===== src/rtl/core/rtfx_pkg.sv =====
package rtfx_pkg;

  typedef enum logic [3:0] {
    MODE_NORMAL = 4'd0,
    MODE_ESC    = 4'd1,
    MODE_HEX1   = 4'd2,
    MODE_HEX2   = 4'd3,
    MODE_WORD   = 4'd4,
    MODE_DIGITS = 4'd5,
    MODE_NEG    = 4'd6
  } mode_t;

  localparam int MAX_EMIT = 3;
  localparam int OUT_DEPTH = 4;
  localparam int OUT_AW = 2;

  localparam logic signed [15:0] DEPTH_MAX = 16'sh7FFF;
  localparam logic signed [15:0] DEPTH_MIN = 16'sh8000;
  localparam logic signed [4:0]  LIMIT_RESET = 5'sd1;

  localparam logic [7:0] CH_LBRACE = 8'h7B;
  localparam logic [7:0] CH_RBRACE = 8'h7D;
  localparam logic [7:0] CH_BSLASH = 8'h5C;
  localparam logic [7:0] CH_QUOTE  = 8'h27;
  localparam logic [7:0] CH_CR     = 8'h0D;
  localparam logic [7:0] CH_LF     = 8'h0A;
  localparam logic [7:0] CH_TAB    = 8'h09;
  localparam logic [7:0] CH_SPACE  = 8'h20;
  localparam logic [7:0] CH_MINUS  = 8'h2D;
  localparam logic [7:0] CH_P      = 8'h70;
  localparam logic [7:0] CH_A      = 8'h61;
  localparam logic [7:0] CH_R      = 8'h72;
  localparam logic [7:0] CH_T      = 8'h74;
  localparam logic [7:0] CH_B      = 8'h62;

  // results of one byte, oldest in slot 0
  typedef struct packed {
    logic [1:0]          cnt;
    logic [2:0][7:0]     bytes;
  } emit_t;

  function automatic logic is_alpha(input logic [7:0] b);
    return (b >= 8'h61 && b <= 8'h7A) || (b >= 8'h41 && b <= 8'h5A);
  endfunction

  function automatic logic is_digit(input logic [7:0] b);
    return b >= 8'h30 && b <= 8'h39;
  endfunction

  function automatic logic is_hex(input logic [7:0] b);
    return is_digit(b) || (b >= 8'h61 && b <= 8'h66) || (b >= 8'h41 && b <= 8'h46);
  endfunction

  function automatic logic [3:0] hex_val(input logic [7:0] b);
    logic [7:0] v;
    if (is_digit(b)) v = b - 8'h30;
    else if (b >= 8'h61) v = b - 8'h57;
    else v = b - 8'h37;
    return v[3:0];
  endfunction

  function automatic logic [7:0] par_ch(input logic [1:0] idx);
    logic [7:0] c;
    case (idx)
      2'd0:    c = CH_P;
      2'd1:    c = CH_A;
      default: c = CH_R;
    endcase
    return c;
  endfunction

  function automatic logic [7:0] tab_ch(input logic [1:0] idx);
    logic [7:0] c;
    case (idx)
      2'd0:    c = CH_T;
      2'd1:    c = CH_A;
      default: c = CH_B;
    endcase
    return c;
  endfunction

endpackage


===== src/rtl/core/rtfx_parser.sv =====
module rtfx_parser (
  input  logic                 clk,
  input  logic                 rst_n,
  input  logic                 accept,
  input  logic [7:0]           in_byte,
  input  logic                 in_end_of_doc,
  input  logic signed [4:0]    depth_limit,
  output rtfx_pkg::emit_t      emit
);
  import rtfx_pkg::*;

  mode_t             mode_r, mode_nxt;
  logic signed [15:0] depth_r, depth_nxt;
  logic [7:0]        hex_r, hex_nxt;
  logic [1:0]        cnt_r, cnt_nxt;
  logic              par_r, par_nxt;
  logic              tab_r, tab_nxt;

  logic              en;
  logic              do_plain;
  logic              do_tail;
  logic [1:0]        n;
  logic [2:0][7:0]   bytes;

  assign en = depth_r <= $signed({{11{depth_limit[4]}}, depth_limit});

  always_comb begin
    mode_nxt  = mode_r;
    depth_nxt = depth_r;
    hex_nxt   = hex_r;
    cnt_nxt   = cnt_r;
    par_nxt   = par_r;
    tab_nxt   = tab_r;
    do_plain  = 1'b0;
    do_tail   = 1'b0;
    n         = 2'd0;
    bytes     = '0;

    case (mode_r)
      MODE_ESC: begin
        if (in_byte == CH_QUOTE) begin
          mode_nxt = MODE_HEX1;
        end else if (is_alpha(in_byte)) begin
          mode_nxt = MODE_WORD;
          cnt_nxt  = 2'd1;
          par_nxt  = in_byte == CH_P;
          tab_nxt  = in_byte == CH_T;
        end else begin
          do_tail = 1'b1;
        end
      end
      MODE_WORD: begin
        if (is_alpha(in_byte)) begin
          if (cnt_r != 2'd3) begin
            par_nxt = par_r && in_byte == par_ch(cnt_r);
            tab_nxt = tab_r && in_byte == tab_ch(cnt_r);
            cnt_nxt = cnt_r + 2'd1;
          end else begin
            par_nxt = 1'b0;
            tab_nxt = 1'b0;
          end
        end else if (cnt_r == 2'd3 && (par_r || tab_r)) begin
          if (en) begin
            if (par_r) begin
              bytes[0] = CH_CR;
              bytes[1] = CH_LF;
              n = 2'd2;
            end else begin
              bytes[0] = CH_TAB;
              n = 2'd1;
            end
          end
          mode_nxt = MODE_NORMAL;
          do_plain = in_byte != CH_SPACE;
        end else begin
          do_tail = 1'b1;
        end
      end
      MODE_DIGITS: begin
        do_tail = !is_digit(in_byte);
      end
      MODE_NEG: begin
        if (is_digit(in_byte)) begin
          mode_nxt = MODE_NEG;
        end else if (in_byte == CH_SPACE) begin
          mode_nxt = MODE_NORMAL;
        end else begin
          do_plain = 1'b1;
        end
      end
      MODE_HEX1: begin
        if (is_hex(in_byte)) begin
          hex_nxt  = in_byte;
          mode_nxt = MODE_HEX2;
        end else begin
          do_plain = 1'b1;
        end
      end
      MODE_HEX2: begin
        if (is_hex(in_byte)) begin
          if (en) begin
            bytes[0] = {hex_val(hex_r), hex_val(in_byte)};
            n = 2'd1;
          end
          mode_nxt = MODE_NORMAL;
        end else begin
          if (en) begin
            bytes[0] = hex_r;
            n = 2'd1;
          end
          do_plain = 1'b1;
        end
      end
      default: begin
        do_plain = 1'b1;
      end
    endcase

    // control word tail: digits, optional minus part, one space
    if (do_tail) begin
      if (is_digit(in_byte)) mode_nxt = MODE_DIGITS;
      else if (in_byte == CH_MINUS) mode_nxt = MODE_NEG;
      else if (in_byte == CH_SPACE) mode_nxt = MODE_NORMAL;
      else do_plain = 1'b1;
    end

    if (do_plain) begin
      mode_nxt = MODE_NORMAL;
      if (in_byte == CH_LBRACE) begin
        if (depth_r != DEPTH_MAX) depth_nxt = depth_r + 16'sd1;
      end else if (in_byte == CH_RBRACE) begin
        if (depth_r != DEPTH_MIN) depth_nxt = depth_r - 16'sd1;
      end else if (in_byte == CH_CR || in_byte == CH_LF) begin
        mode_nxt = MODE_NORMAL;
      end else if (in_byte == CH_BSLASH) begin
        mode_nxt = MODE_ESC;
      end else if (en) begin
        bytes[n] = in_byte;
        n = n + 2'd1;
      end
    end

    // end of document: flush what is complete, then back to reset state
    if (in_end_of_doc) begin
      if (en) begin
        if (mode_nxt == MODE_HEX2) begin
          bytes[n] = hex_nxt;
          n = n + 2'd1;
        end else if (mode_nxt == MODE_WORD && cnt_nxt == 2'd3) begin
          if (par_nxt) begin
            bytes[0] = CH_CR;
            bytes[1] = CH_LF;
            n = 2'd2;
          end else if (tab_nxt) begin
            bytes[0] = CH_TAB;
            n = 2'd1;
          end
        end
      end
      mode_nxt  = MODE_NORMAL;
      depth_nxt = '0;
      hex_nxt   = '0;
      cnt_nxt   = '0;
      par_nxt   = 1'b0;
      tab_nxt   = 1'b0;
    end

    emit.cnt   = n;
    emit.bytes = bytes;
  end

  always_ff @(posedge clk) begin
    if (!rst_n) begin
      mode_r  <= MODE_NORMAL;
      depth_r <= '0;
      hex_r   <= '0;
      cnt_r   <= '0;
      par_r   <= 1'b0;
      tab_r   <= 1'b0;
    end else if (accept) begin
      mode_r  <= mode_nxt;
      depth_r <= depth_nxt;
      hex_r   <= hex_nxt;
      cnt_r   <= cnt_nxt;
      par_r   <= par_nxt;
      tab_r   <= tab_nxt;
    end
  end

  a_eod_clears: assert property (@(posedge clk) disable iff (!rst_n)
    accept && in_end_of_doc |=> mode_r == MODE_NORMAL && depth_r == 16'sd0 && cnt_r == 2'd0)
    else $error("state not cleared after last byte");

  a_word_has_letter: assert property (@(posedge clk) disable iff (!rst_n)
    mode_r == MODE_WORD |-> cnt_r != 2'd0)
    else $error("control word mode with no letters");

  a_match_exclusive: assert property (@(posedge clk) disable iff (!rst_n)
    !(par_r && tab_r))
    else $error("par and tab both matching");

endmodule


===== src/rtl/core/rtfx_out_fifo.sv =====
module rtfx_out_fifo (
  input  logic            clk,
  input  logic            rst_n,
  input  logic            push,
  input  rtfx_pkg::emit_t emit,
  output logic            room,
  output logic            out_valid,
  input  logic            out_ready,
  output logic [7:0]      out_text_byte,
  output logic            out_run_last
);
  import rtfx_pkg::*;

  logic [8:0]        mem_r [OUT_DEPTH];
  logic [OUT_AW-1:0] wr_ptr_r, wr_ptr_nxt;
  logic [OUT_AW-1:0] rd_ptr_r, rd_ptr_nxt;
  logic [OUT_AW:0]   count_r, count_nxt;
  logic [1:0]        wr_cnt;
  logic              pop;

  assign wr_cnt    = push ? emit.cnt : 2'd0;
  assign pop       = out_valid && out_ready;
  assign out_valid = count_r != '0;
  // room for a full set of results from one byte
  assign room      = count_r <= (OUT_AW + 1)'(OUT_DEPTH - MAX_EMIT);

  assign {out_text_byte, out_run_last} = mem_r[rd_ptr_r];

  assign wr_ptr_nxt = wr_ptr_r + OUT_AW'(wr_cnt);
  assign rd_ptr_nxt = rd_ptr_r + OUT_AW'(pop);
  assign count_nxt  = count_r + (OUT_AW + 1)'(wr_cnt) - (OUT_AW + 1)'(pop);

  always_ff @(posedge clk) begin
    for (int i = 0; i < MAX_EMIT; i++) begin
      if (2'(i) < wr_cnt) begin
        mem_r[wr_ptr_r + OUT_AW'(i)] <= {emit.bytes[i], 2'(i) == wr_cnt - 2'd1};
      end
    end
  end

  always_ff @(posedge clk) begin
    if (!rst_n) begin
      wr_ptr_r <= '0;
      rd_ptr_r <= '0;
      count_r  <= '0;
    end else begin
      wr_ptr_r <= wr_ptr_nxt;
      rd_ptr_r <= rd_ptr_nxt;
      count_r  <= count_nxt;
    end
  end

  a_no_overflow: assert property (@(posedge clk) disable iff (!rst_n)
    count_r <= (OUT_AW + 1)'(OUT_DEPTH))
    else $error("result queue overflow");

  a_push_fits: assert property (@(posedge clk) disable iff (!rst_n)
    wr_cnt != 2'd0 |-> count_r + (OUT_AW + 1)'(wr_cnt) <= (OUT_AW + 1)'(OUT_DEPTH))
    else $error("results pushed without room");

endmodule


===== src/rtl/core/rtf_plain_text_extractor_unit.sv =====
// a result of an accepted byte is registered in the result queue and offered on out_
// throughput: one byte per cycle while out_ready is high and each byte gives at most
//   one result; a byte with two or three results stalls input, set by the one-wide result
//   port draining a four-entry queue (input is taken while at most one result waits)
// reset (rst_n low, synchronous): parser back to normal text at depth zero,
//   result queue empty, depth limit back to 1
module rtf_plain_text_extractor_unit (
  input  logic              clk,
  input  logic              rst_n,
  // byte input channel
  input  logic              in_valid,
  output logic              in_ready,
  input  logic [7:0]        in_byte,
  input  logic              in_end_of_doc,
  // text output channel
  output logic              out_valid,
  input  logic              out_ready,
  output logic [7:0]        out_text_byte,
  output logic              out_run_last,
  // depth limit register write
  input  logic              cfg_valid,
  output logic              cfg_ready,
  input  logic signed [4:0] cfg_text_depth_limit
);
  import rtfx_pkg::*;

  logic signed [4:0] limit_r;
  logic              accept;
  logic              room;
  emit_t             emit;

  // config writes land at any time; the user must write it only while idle, the block does not enforce it
  assign cfg_ready = 1'b1;

  always_ff @(posedge clk) begin
    if (!rst_n) begin
      limit_r <= LIMIT_RESET;
    end else if (cfg_valid) begin
      limit_r <= cfg_text_depth_limit;
    end
  end

  // a byte is taken whenever its worst-case results fit in the queue
  assign in_ready = room;
  assign accept   = in_valid && in_ready;

  // per-byte state machine, decides all results of a byte combinationally
  rtfx_parser u_parser (
    .clk           (clk),
    .rst_n         (rst_n),
    .accept        (accept),
    .in_byte       (in_byte),
    .in_end_of_doc (in_end_of_doc),
    .depth_limit   (limit_r),
    .emit          (emit)
  );

  // result queue, separates the two sides and serializes multi-byte results
  rtfx_out_fifo u_out_fifo (
    .clk           (clk),
    .rst_n         (rst_n),
    .push          (accept),
    .emit          (emit),
    .room          (room),
    .out_valid     (out_valid),
    .out_ready     (out_ready),
    .out_text_byte (out_text_byte),
    .out_run_last  (out_run_last)
  );

endmodule

===== config.mk =====
export PLATFORM = sky130hd
export DESIGN_NAME = rtf_plain_text_extractor_unit
export DESIGN_NICKNAME = d
export VERILOG_FILES = /design/src/rtl/core/rtfx_pkg.sv /design/src/rtl/core/rtfx_parser.sv /design/src/rtl/core/rtfx_out_fifo.sv /design/src/rtl/core/rtf_plain_text_extractor_unit.sv
export SDC_FILE = /design/constraint.sdc
export NUM_CORES = 1
export LEC_CHECK = 0
export BUFFER_PORTS_ARGS = -buffer_cell sky130_fd_sc_hd__buf_2
export CAP_MARGIN = 10
export CORE_MARGIN = 2
export CORE_UTILIZATION = 45
export DETAILED_ROUTE_END_ITERATION = 10
export PLACE_DENSITY = 0.65
export SKIP_LAST_GASP = 1
export SLEW_MARGIN = 40
export SYNTH_ARGS = -nofsm -noshare
export SYNTH_HDL_FRONTEND = slang
export SYNTH_SLANG_ARGS = --single-unit

===== constraint.sdc =====
create_clock -name clk -period 5.8 [get_ports clk]
set_input_delay 0.29 -clock clk [delete_from_list [all_inputs] [get_ports clk]]
set_output_delay 0.29 -clock clk [all_outputs]
set_load 0.005 [all_outputs]

==> flow_results.org, run 1 <==
** STA
- Of the available clock period, the critical path in the final layout requires 0.9208.
- Total negative slack for setup checks :: 0 ps
- Headroom to the max-slew limit :: 0.5073
- Unrepaired setup endpoints after global routing :: no
- Setup violations, final :: 0
- Between clock sinks in the finished design, the worst skew comes to 7.061 ps.
- Post-route minimum period :: 5341 ps
- Fin. max-slew vios :: 0
- At the pin with the least slew margin, the transition time is 734.2 ps.
- The count of final hold-check violations is 0.
- Final setup margin :: 459.1 ps
- Derived from the worst setup path, the maximum achievable clock frequency is 187.2 MHz.

** CTS
- After clock tree synthesis, the clock-pin slew on the worst setup and hold paths is 60 ps.
- TritonCTS Sinks :: 80
- The number of hold buffers added after CTS was 0.
- The tree is rooted in a sky130_fd_sc_hd__clkbuf_16.
- TritonCTS built the clock tree.
- Clock tree buffer depth :: 2
- H-tree Lvls :: 3
- Number of buffers inserted during clock tree synthesis :: 9
- At the later pin of the worst-skew pair, clock insertion delay measures 350 ps.

** Synthesis
- Of the total synthesized cell area, the portion taken by AND, OR, NAND and NOR gates is 0.2095.
- Flip-flop and latch count after synthesis :: 80
- Area share of xor/xnor cells in the synthesized design :: 0.03104
- The cell count after synthesis came out at 727.
- Synthesized Nets :: 797
- Post-synth EDFFs :: 36
- Multiplexer share of the synthesized area :: 0.09514
- In the synthesized netlist the dominant register cell turns out to be sky130_fd_sc_hd__dfxtp_1.
- The synthesized-area fraction occupied by ao, oa, aoi and oai cells came to 0.2278.
- Synth async-reset ratio :: 0
- Adder and majority cell fraction of the synthesized area :: 0.09791
- The cell area that synthesis handed to floorplanning was 6773 um^2.
- Number of warnings issued by yosys :: 0
- Main combinational cell family by area after synthesis :: compound AO/OA/AOI/OAI gates
- Average instance area after synthesis :: 9.316 um^2
- For this run, the register share of the synthesized area comes to 0.2897.
- In this run, distinct cell masters in the synthesized netlist total 87.

** Power and ir drop
- Cell Pwr Density :: 308.0 nW/um^2
- Worst voltage drop across the vdd grid :: 0.1957 mV
- Sequential share of power :: 0.337
- Int Power :: 1.445 mW
- Leakage Power :: 2.844 nW
- The share of total power dissipated in combinational logic is 0.411.
- Sw Pwr :: 0.8086 mW
- Share of total power consumed by net switching :: 0.3589
- Of the total power, the clock network draws 0.253.

** Placed design
- The count of buffers added on input and output ports is 29.
- Placed cells :: 909
- At the placement stage, the worst setup path has a slack of 373.6 ps.
- HPWL Detailed :: 12980 um
- Weighted congestion at the end of routability-driven global placement :: 0.9712

** Worst setup path
- Data arrives at the worst endpoint at 5580 ps.
- Maximum fanout along the worst path :: 12
- Required time at the endpoint of the critical path :: 6040 ps
- The worst register-to-register path ends at u_out_fifo.count_r[2].
- Highest-delay cell along the critical path :: sky130_fd_sc_hd__or4_1
- Cell mode on critical path :: sky130_fd_sc_hd__ha_1
- Across all register-to-register paths, the minimum setup slack is 460 ps.
- Cell depth of the worst flop-to-flop path :: 19
- Beginning of the worst register-to-register path :: limit_r[4]
- Sequence of cells on the critical path :: inv_1, ha_1, nand2_1, or4_1, o21ai_1, a21oi_1, nor3_4, nand3_1, ha_1, and3_1, nor2_1, ha_1, a211o_1, o21ai_2, ha_1, fa_1, xor2_1, xnor2_1, and2_1
- The critical path is of the reg -> reg type.
- STA classifies the critical path startpoint as a register.
- Delay of the slowest critical-path stage :: 600 ps
- Endpoint type of the worst setup path :: register

** Detailed routing
- Total Routed Length :: 17160 um
- After detailed routing, the average wire length per cell comes to 18.55 um.
- Residual antenna-violating net count after detailed routing :: 0
- Across all layers, the routed design uses 5818 vias.
- Residual DRC :: 0
- Routed vias/inst :: 6.290
- Drt first-iter violations :: 545
- Number of iterations in the first detailed-routing pass :: 5

** Worst hold path
- In this run the most critical hold path is launched from cfg_text_depth_limit[0].
- Worst hold stages :: 3
- The min-delay analysis places its worst path in the category in -> reg.
- The worst hold path terminates at limit_r[0].

** Die
- Floorplan Core Area :: 14640 um^2
- Overall die width :: 126.7 um
- The floorplan step defined a die boundary enclosing 16050 um^2.
- The die is 126.7 um tall.
- For this design the top-level I/O count stands at 31.
- Initial Util :: 0.4625
- Cell Rows :: 44

** Global route
- The number of antenna violations at the first check in global routing came to 0.
- Total gr overflow :: 0
- The first global-routing pass estimated 28520 um of wire.
- The via count of the first global-routing pass is 5691.
- For this run, the total global-route usage over all layers was measured as 0.2205.
- Pin count of the biggest net entering global routing :: 48

** Finish
- The count of cells in the finished layout, fillers not included, comes to 925.
- 0 antenna diodes ended up in the layout.
- Layout cells sized above 1 :: 0.1296
- Area grow syn2layout :: 7.999%
- Number of nets at the end of the flow :: 806

** Run
- Number of violations of the max-capacitance limit :: 0

** Run status
- Result of the run :: complete, no violations
[cell type report]
| type | count | area, um^2 |
|---|---|---|
| repair buffers | 38 | 212.7 |
| clock buffers | 11 | 242.7 |
| multi-input cells | 576 | 4503 |
| well taps | 184 | 230.2 |
| fillers | 1351 | 7330 |
| flip-flops and latches | 80 | 1962 |
| inverters | 31 | 116.4 |
| clock inverters | 5 | 47.55 |
[state kept, by name, indices dropped and copies added (netlist names)]
| signal | flops |
|---|---|
| limit_r | 5 |
| u_parser.tab_r | 1 |
| u_parser.hex_r | 8 |
| u_parser.mode_r | 4 |
| u_parser.par_r | 1 |
| u_out_fifo.count_r | 3 |
| u_out_fifo.rd_ptr_r | 2 |
| u_parser.depth_r | 16 |
| u_out_fifo.mem_r | 36 |
| u_parser.cnt_r | 2 |
| u_out_fifo.wr_ptr_r | 2 |
[power by group through the flow]
stage	combinational, mW	clock [mW]	sequential, mW
after floorplan	0.743	0	0.726
after global placement	0.894	0	0.768
after detailed placement	0.916	0	0.771
after CTS	0.922	0.575	0.759
after global routing	1.04	0.598	0.769
final	0.926	0.569	0.758
[synthesized netlist by cell type (all sizes together), types with 5 or more instances]
library cell   n  area (um^2)
a211o          7        61.31
a211oi        10        75.07
a21boi         7        52.55
a21o           8        60.06
a21oi         34        188.9
a22o          18        157.7
a22oi         21        157.7
a31oi         11        68.82
and2          12        75.07
and3           9        56.30
buf           17        125.1
clkbuf        23        86.33
dfxtp         44        880.8
edfxtp        36         1081
ha            49        613.1
inv           31        116.4
mux2i         43        430.4
mux4           9        202.7
nand2         48        180.2
nand2b         5        31.28
nand3         14        70.07
nand4          9        56.30
nor2          48        185.2
nor2b         34        212.7
nor3          18        151.4
nor4           9        62.56
nor4b          5        62.56
o211ai        13        138.9
o21ai         24        127.6
o22ai          5        37.53
o31ai          7        80.08
or3            9        56.30
xnor2         15        131.4
xor2           9        78.83
[worst max path at each step]
stage	from	endpoint	slack, ps	cells past startpoint
after floorplan	limit_r[4]	u_out_fifo.count_r[2]	760	21
after global placement	limit_r[4]	u_out_fifo.count_r[2]	590	19
after detailed placement	limit_r[4]	u_out_fifo.count_r[2]	370	19
after CTS	limit_r[4]	u_out_fifo.count_r[2]	340	19
after global routing	limit_r[4]	u_out_fifo.count_r[2]	110	19
final	limit_r[4]	u_out_fifo.count_r[2]	460	19
[cells in the final DEF, fill, tap and decap left out, drive strengths merged, types with 8 or more instances in the layout]
master,netlist,routed
a211oi,10,10
a21o,8,8
a21oi,34,34
a22o,18,18
a22oi,21,21
a31oi,11,11
and2,12,12
and3,9,9
buf,17,38
clkbuf,23,11
dfxtp,44,44
edfxtp,36,36
ha,49,49
inv,31,31
mux2i,43,43
mux4,9,9
nand2,48,48
nand3,14,14
nand4,9,9
nor2,48,48
nor2b,34,34
nor3,18,18
nor4,9,9
o211ai,13,13
o21ai,24,24
or3,9,9
xnor2,15,15
xor2,9,9
[stage by stage]
stage	hold WS, ps	util	area, um^2	total power, mW
6_report	154.4	0.4995	7315	2.253
5_1_grt	166.7	0.4995	7315	2.408
4_1_cts	152.1	0.4984	7298	2.256
3_5_place_dp	480.2	0.4786	7008	1.687
3_3_place_gp	488.1	0.4783	7004	1.662
2_1_floorplan	418.6	-	6773	1.469
[timing repair]
action / 4_1_cts / 5_1_grt
setup endpoints to repair: 0 / 1
resized for setup: 0 / 1
buffers inserted: 0 / 0
[worst max-delay path: cells and delay by family, from the launching register on]
kind / cells / cell delay, ps
xor gates and xnor gates: 2 / 280
buffers and inverters: 1 / 190
AOI/OAI and AO/OA: 4 / 990
and+or+nand+nor: 7 / 1780
adders and majority gates: 5 / 1650
DFF: 1 / 330
[metal layers]
layer | vias to the layer above | GRT usage | part of all wire
li1 | 2789 | - | -
met1 | 2822 | 0.2747 | 0.43
met2 | 179 | 0.3908 | 0.50
met3 | 28 | 0.03669 | 0.051
met4 | 0 | 0.07046 | 0.020
met5 | - | 0 | 0
[kinds of logic after synthesis]
| logic type | after synthesis |
|---|---|
| and+or+nand+nor | 246 |
| AOI/OAI and AO/OA | 200 |
| DFF | 80 |
| buffers and inverters | 71 |
| muxes | 53 |
| adders and majority gates | 52 |
| xor gates and xnor gates | 24 |
| other | 1 |
Note: power is estimated with default switching activity, not from simulation.
==> inputs of run 2 (changes only) <==
Settings changed: SETUP_SLACK_MARGIN set to 0.5.
==> run 2 against run 1 <==
  * Hold slack better by 1.3 ps
  * Final area is 1.1% higher
  * Power rose by 0.97%
  * Clock power is essentially flat
  * Fmax rose by 6.7%
  * Combinational power grew 2.5%
  * Non-clock buffer count grew 5
  * First-iteration DRC count shrank 0.73%
  * Sequential share of layout area down 0.29 points
  * Sequential cell count is the same
  * Utilization increased by 0.54 points
  * Count of clock-buffer cells in the layout stayed put
  * Critical endpoint unchanged
==> flow_results.org, run 2 (synthesis results as in run 1) <==
** Run status
- The run finished with clean final reports.

** CTS
- Library cell used as clock root buffer :: sky130_fd_sc_hd__clkbuf_16
- The CTS buffer count is 9 (unchanged).
- The number of H-tree levels is 3 (unchanged).
- The number of clock sinks was 80 (unchanged).
- The maximum clock path buffer count came to 2 (unchanged).
- TritonCTS built the clock tree.
- Register clock-pin slew on the reported worst setup and hold paths :: 60 ps (about the same)
- Source-to-sink clock delay at the later pin of the worst-skew pair :: 350 ps (about the same)

** Global route
- The total overflow reported by the global router came to 0 (unchanged).
- The global-route wire length before repair was 28520 um (unchanged).
- Gr usage total :: 0.2206 (about the same)
- Antenna violations before repair :: 0 (unchanged)
- The pin count of the biggest net entering global routing is 48 (unchanged).
- The via count of the first global-routing pass was 5684 (-0.12%).

** STA
- Final Cycle Share :: 0.8629 (-0.05791)
- The max-slew violation count was 0 (unchanged).
- The final-layout setup total negative slack is 0 ps (unchanged).
- Worst Tran Pin Value :: 736.2 ps (+2.036 ps)
- The clock skew after layout was 7.135 ps (+0.07389 ps).
- Setup violations, final :: 0 (unchanged)
- The relative slew slack came to 0.5062 (-0.001035).
- The count of final hold-check violations was 0 (unchanged).
- Setup repair after global routing left no endpoint under its margin.
- F_max :: 199.8 MHz (+6.7%)
- The minimum period implied by the final worst setup slack came to 5005 ps (-335.8 ps).

** Die
- Number of placed I/O pins :: 31 (unchanged)
- Cell Rows :: 44 (unchanged)
- Die Area :: 16050 um^2 (unchanged)
- Initial Util :: 0.4625 (unchanged)
- Floorplan die height :: 126.7 um (unchanged)
- The area inside the core boundary was 14640 um^2 (unchanged).
- The die width was 126.7 um (unchanged).

** Worst setup path
- Maximum fanout along the worst path :: 10 (-2)
- Cell depth of the worst flop-to-flop path :: 20 (+1)
- Beginning of the worst register-to-register path :: limit_r[4]
- The data arrival time of the worst path is 5250 ps (-330 ps).
- The critical path in this run is classified as reg -> reg.
- In this run the critical register-to-register path is captured at u_out_fifo.count_r[2].
- Tracing the worst setup path back leads to its startpoint at limit_r[4].
- The setup slack of the most critical reg-to-reg path is 790 ps (+340 ps).
- In this run the worst setup path terminates at u_out_fifo.count_r[2].
- The worst setup path is launched from a register.
- Endpoint type of the worst setup path :: register
- Required time at the endpoint of the critical path :: 6040 ps (about the same)

** Detailed routing
- Total Routed Length :: 17320 um (+0.93%)
- Drt wl/cell :: 18.62 um (+0.39%)
- The violation count after the first detailed-route iteration is 541 (-0.73%).
- The via total after detailed routing came to 5833 (+0.26%).
- Residual antenna-violating net count after detailed routing :: 0 (unchanged)
- The count of unresolved DRC violations after routing is 0 (unchanged).
- Routed vias/inst :: 6.272 (-0.28%)
- The first-pass iteration count of the detailed router is 5 (unchanged).

** Power and ir drop
- Power share of the clock group :: 0.250 (-0.003)
- Sequential share of power :: 0.333 (-0.004)
- Share of total power consumed by net switching :: 0.3581 (-0.0007693)
- Part of the total power dissipated in combinational logic :: 0.417 (+0.006)
- The worst supply voltage drop on vdd came to 0.1895 mV (-3.2%).
- The static leakage was 2.873 nW (+1.0%).
- Sw Pwr :: 0.8146 mW (+0.75%)
- The design internal power was 1.460 mW (+1.1%).
- The power per unit of standard cell area is 307.7 nW/um^2 (-0.11%).

** Finish
- The number of flip-flops under the largest register name came to 36 (unchanged).
- The library cell used most frequently in the layout, excluding fill and tap cells, is sky130_fd_sc_hd__ha_1.
- Layout cells sized above 1 :: 0.1448 (+0.01522)
- Counting flops per register, the top entry is u_out_fifo.mem_r.
- Number of nets at the end of the flow :: 811 (+0.62%)
- Leading cell types in the layout, fill and taps excluded :: 49 x sky130_fd_sc_hd__ha_1, 47 x sky130_fd_sc_hd__nand2_1, 45 x sky130_fd_sc_hd__nor2_1
- The largest registers in the layout are u_out_fifo.mem_r (36), u_parser.depth_r (16), u_parser.hex_r (8).
- The antenna diode instance count was 0 (unchanged).
- Area grow syn2layout :: 9.163%
- The share of the core filled with cells in the final layout came to 0.5049 (+0.005383).

** Placed design
- Number of port buffers :: 29 (unchanged)
- The last weighted congestion value of the routability-driven placer is 0.9712 (unchanged).
- HPWL Detailed :: 12980 um (unchanged)

** Run
- The max capacitance violation total was 0 (unchanged).

** Worst hold path
- Class of the tightest hold or removal check :: in -> reg
==> run 2: changes by cell type in the layout (fill, tap and decap cells not counted), sizes merged <==
cell / previous run / this run
clkinvlp: 0 / 1
buf: 38 / 43
inv: 31 / 30
==> run 2: power by group through the flow <==
stage                     Clock, mW  Sequential (mW)  Combinational [mW]
after global routing          0.598            0.769                1.07
after CTS                     0.575            0.759               0.926
final                         0.568            0.758               0.949
after global placement            0            0.768               0.894
after floorplan                   0            0.726               0.743
after detailed placement          0            0.771               0.916
==> run 2: critical path: stages (launching register included) <==
cell	delay [ps]
sky130_fd_sc_hd__dfxtp_1	370
sky130_fd_sc_hd__clkinvlp_4	130
sky130_fd_sc_hd__buf_2	180
sky130_fd_sc_hd__ha_1	310
sky130_fd_sc_hd__nand3_1	110
sky130_fd_sc_hd__or4_4	520
sky130_fd_sc_hd__o21ai_2	170
sky130_fd_sc_hd__a21oi_2	80
sky130_fd_sc_hd__nor3_4	240
sky130_fd_sc_hd__nand3_1	170
sky130_fd_sc_hd__ha_1	310
sky130_fd_sc_hd__and3_1	180
sky130_fd_sc_hd__nor2_2	130
sky130_fd_sc_hd__ha_1	260
sky130_fd_sc_hd__a211o_4	410
sky130_fd_sc_hd__o21ai_2	190
sky130_fd_sc_hd__ha_1	270
sky130_fd_sc_hd__fa_1	440
sky130_fd_sc_hd__xor2_1	160
sky130_fd_sc_hd__xnor2_1	120
sky130_fd_sc_hd__and2_1	150
==> run 2: worst min path at each step <==
stage	start	endpoint	slack, ps	cells after the start
after CTS	cfg_text_depth_limit[0]	limit_r[0]	150	3
after global placement	limit_r[0]	limit_r[0]	490	2
after detailed placement	limit_r[0]	limit_r[0]	480	2
final	cfg_text_depth_limit[0]	limit_r[0]	160	3
after global routing	cfg_text_depth_limit[0]	limit_r[0]	170	3
after floorplan	cfg_text_depth_limit[0]	limit_r[0]	420	2
==> run 2: layer usage <==
metal / global-route usage / part of all wire / vias up
li1: - / - / 2803
met1: 0.2748 / 0.43 / 2822
met2: 0.3911 / 0.50 / 179
met3: 0.03669 / 0.052 / 29
met4: 0.07046 / 0.021 / 0
met5: 0 / 0 / -
==> run 2: area by class of cell <==
class                           count  area [um^2]
Inverter                           31        120.1
Sequential cell                    80         1962
Clock buffer                       11        242.7
Clock inverter                      5        47.55
Fill cell                        1348         7251
Tap cell                          184        230.2
Multi-Input combinational cell    576         4531
Timing Repair Buffer               43        260.3
==> run 2: timing repair <==
action | 4_1_cts | 5_1_grt
hold buffers | 0 | 0
gates resized for setup | 1 | 8
buffers inserted | 0 | 5
setup endpoints to repair | 1 | 29
pin swaps | 1 | 1
==> run 2: through the flow <==
| stage | power (mW) | area (um^2) | hold slack, ps | cells | worst slack [ps] |
|---|---|---|---|---|---|
| after global placement | 1.662 | 7004 | 488.1 | 909 | 591.1 |
| after detailed placement | 1.687 | 7008 | 480.2 | 909 | 373.6 |
| after CTS | 2.260 | 7305 | 152.1 | 925 | 540.0 |
| after global routing | 2.432 | 7393 | 166.7 | 930 | 484.6 |
| final | 2.275 | 7393 | 155.7 | 930 | 795.0 |
| after floorplan | 1.469 | 6773 | 418.6 | 727 | 759.5 |
==> inputs of run 3 (changes only) <==
Settings changed: PLACE_DENSITY 0.65 to 0.68.
Clock period 5.8 ns to 4.2 ns, I/O delays scaled along.
==> run 3 against run 2 <==
  * The flow now finishes with violations (setup timing)
  * Count of clock-buffer cells in the layout increased by 2
  * Sequential share of layout area decreased by 3.4 points
  * Sequential cell count unchanged
  * Via count increased by 6.2%
  * Final cell count increased by 10%
  * Largest power group unchanged
==> flow_results.org, run 3 (synthesis results as in run 1) <==
** STA
- The clock skew after layout came to 10.86 ps (+3.727 ps).
- The count of final hold-check violations is 0 (unchanged).
- The max-slew violation count is 0 (unchanged).
- The achievable clock frequency is 231.3 MHz (+16%).
- Post-route minimum period :: 4324 ps (-681.2 ps)
- Setup violations, final :: 46 (+46)
- The relative slew slack came to 0.4336 (-0.07263).
- Setup repair after global routing could not meet its margin everywhere.
- Final setup margin :: -123.8 ps (-918.8 ps)
- Worst Tran Pin Value :: 849.6 ps (+113.4 ps)
- Final Cycle Share :: 1.029 (+0.1665)

** Finish
- Number of cells in the finished layout apart from fillers :: 1026 (+10%)
- The number of flip-flops under the largest register name came to 36 (unchanged).
- Most common cell after layout, fill and taps aside :: sky130_fd_sc_hd__buf_4
- The final design area excluding fillers was 8488 um^2 (+15%).
- Largest register by flop count :: u_out_fifo.mem_r
- Compared with the post-synthesis result, the final layout area differs by 25.33%.
- Leaving out fill and tap cells, the most frequent cells in the layout are 100 x sky130_fd_sc_hd__buf_4, 48 x sky130_fd_sc_hd__nand2_1, 44 x sky130_fd_sc_hd__nor2_1.
- Leading registers by flop count :: u_out_fifo.mem_r (36), u_parser.depth_r (16), u_parser.hex_r (8)
- The antenna diode instance count came to 0 (unchanged).
- The share of post-route cells with drive strength above 1 is 0.2791 (+0.1343).
- Number of nets at the end of the flow :: 907 (+12%)

** Detailed routing
- Drt wl/cell :: 18.19 um (-2.3%)
- Drt first-iter violations :: 492 (-9.1%)
- Number of iterations in the first detailed-routing pass :: 5 (unchanged)
- Residual DRC :: 0 (unchanged)
- The remaining antenna violation count was 0 (unchanged).
- The detail-routed via count per cell was 6.036 (-3.8%).
- The via total after detailed routing came to 6193 (+6.2%).
- Total Routed Length :: 18660 um (+7.8%)

** Global route
- The met2 capacity usage during global routing was 0.4238 (+0.03275).
- After global routing, the most crowded layer is met2.
- The pin count of the biggest net entering global routing was 48 (unchanged).
- The global routing usage on met1 came to 0.2878 (+0.01298).
- The met3 track demand over resource was 0.04260 (+0.005905).
- Gr usage total :: 0.2363 (+0.01575)
- The total overflow reported by the global router is 0 (unchanged).
- The number of antenna violations at the first check in global routing came to 0 (unchanged).
- Via count of the first global-routing pass :: 6206 (+9.2%)
- Wire length of the first global-routing pass :: 30650 um (+7.4%)

** Worst setup path
- The endpoint identified for the worst register-to-register timing path is u_out_fifo.count_r[2].
- Crit path to :: u_out_fifo.count_r[2]
- The critical-path maximum fanout was 12 (+2).
- The setup slack of the most critical reg-to-reg path is -120 ps (-920 ps).
- Endpoint type of the worst setup path :: register
- Beginning of the worst register-to-register path :: limit_r[4]
- The data arrival time of the worst path is 4560 ps (-690 ps).
- The worst setup path is of the reg -> reg kind.
- Required time at the endpoint of the critical path :: 4440 ps (-1600 ps)
- CP startpoint kind :: register
- The number of cells traversed by the worst register-to-register path is 19 (-5.0%).
- The critical path starts at limit_r[4].

** Worst hold path
- The startpoint identified for the worst hold timing path is cfg_text_depth_limit[0].
- Class of the tightest hold or removal check :: in -> reg

** Die
- Floorplan Core Area :: 14640 um^2 (unchanged)
- Floorplan die height :: 126.7 um (unchanged)
- The starting utilization of the core area is 0.4625 (unchanged).
- Cell Rows :: 44 (unchanged)
- Number of placed I/O pins :: 31 (unchanged)
- Die Area :: 16050 um^2 (unchanged)
- Overall die width :: 126.7 um (unchanged)

** CTS
- H-tree Lvls :: 3 (unchanged)
- Number of buffers inserted during clock tree synthesis :: 9 (unchanged)
- Library cell used as clock root buffer :: sky130_fd_sc_hd__clkbuf_16
- TritonCTS Sinks :: 80 (unchanged)
- The clock-pin slew of the registers on the worst-case setup and hold paths is 60 ps (about the same).
- CTS tree :: done
- The number of hold buffers added after cts is 0 (unchanged).
- Clock tree buffer depth :: 2 (unchanged)
- Source-to-sink clock delay at the later pin of the worst-skew pair :: 350 ps (about the same)

** Placed design
- Place WS :: -208.5 ps (-582.1 ps)
- Number of port buffers :: 29 (unchanged)
- HPWL Detailed :: 14300 um (+10%)
- The last weighted congestion value of the routability-driven placer was 0.9337 (-3.9%).
- Cell area after placement :: 7881 um^2 (+12%)
- Placed cells :: 994 (+9.4%)

** Run status
- The flow ran to the end, but the final reports show violations.
- The checks that failed: setup timing.

** Power and ir drop
- Worst voltage drop across the vdd grid :: 0.2034 mV (+7.3%)
- The power per unit of standard cell area came to 406.0 nW/um^2 (+32%).
- The static leakage came to 3.397 nW (+18%).
- Total chip power :: 3.446 mW (+51%)

** Run
- Number of violations of the max-capacitance limit :: 0 (unchanged)
==> run 3: changes by cell type in the layout (fill, tap and decap cells not counted), sizes merged <==
cell / change
clkbuf: +2
o31ai: +1
clkinv: -3
buf: +94
inv: +1
clkinvlp: +1
==> run 3: worst min path at each step <==
stage,to,cells past startpoint
6_report,limit_r[0],3
5_1_grt,limit_r[0],3
4_1_cts,limit_r[0],3
3_5_place_dp,limit_r[0],3
3_3_place_gp,limit_r[0],3
2_1_floorplan,limit_r[0],2
==> run 3: area by class of cell <==
cell class	instances	area, um^2
Clock inverter	3	42.54
Multi-Input combinational cell	577	4826
Clock buffer	13	260.3
Inverter	31	126.4
Timing Repair Buffer	137	1030
Fill cell	1267	6156
Sequential cell	80	1966
Timing Repair inverter	1	7.507
Tap cell	184	230.2
==> run 3: report_power, final <==
part           leakage, nW  internal [mW]  switching [mW]  total (mW)
registers            0.689          0.950           0.105        1.06
logic                 2.56          0.758           0.820        1.58
clock network        0.146          0.493           0.319       0.812
==> run 3: worst max-delay path, cell delays in order (launching register included) <==
cell and delay [ps]:
sky130_fd_sc_hd__dfxtp_4 380, sky130_fd_sc_hd__inv_8 80, sky130_fd_sc_hd__ha_4 270, sky130_fd_sc_hd__nand4_1 90, sky130_fd_sc_hd__or4_4 580, sky130_fd_sc_hd__a21o_1 180, sky130_fd_sc_hd__a21oi_2 230, sky130_fd_sc_hd__nor3_4 70
sky130_fd_sc_hd__nand2_1 130, sky130_fd_sc_hd__ha_1 230, sky130_fd_sc_hd__and3_4 160, sky130_fd_sc_hd__nor2_4 100, sky130_fd_sc_hd__ha_1 230, sky130_fd_sc_hd__a211o_1 320, sky130_fd_sc_hd__o21ai_4 180, sky130_fd_sc_hd__ha_4 220
sky130_fd_sc_hd__fa_2 330, sky130_fd_sc_hd__xor2_1 150, sky130_fd_sc_hd__xnor2_1 120, sky130_fd_sc_hd__and2_1 150
==> run 3: through the flow <==
stage / utilization / TNS, ps / hold WS (ps)
2_1_floorplan: - / -1305 / 338.6
3_3_place_gp: 0.5382 / -1489 / 428.6
3_5_place_dp: 0.5382 / -5414 / 434.5
4_1_cts: 0.5681 / -3406 / 75.36
5_1_grt: 0.5796 / -13380 / 102.3
6_report: 0.5796 / -3192 / 92.10
==> run 3: timing repair <==
item,CTS,global route
hold endpoints to repair,0,0
resized for setup,10,17
gates cloned,1,1
pin swaps,5,10
endpoints found under the setup margin,77,79
buffers inserted,6,8
==> run 3: per-layer routing <==
metal | part of all wire | vias up
li1 | - | 3007
met1 | 0.43 | 2987
met2 | 0.50 | 162
met3 | 0.044 | 37
met4 | 0.021 | 0
met5 | 0 | -
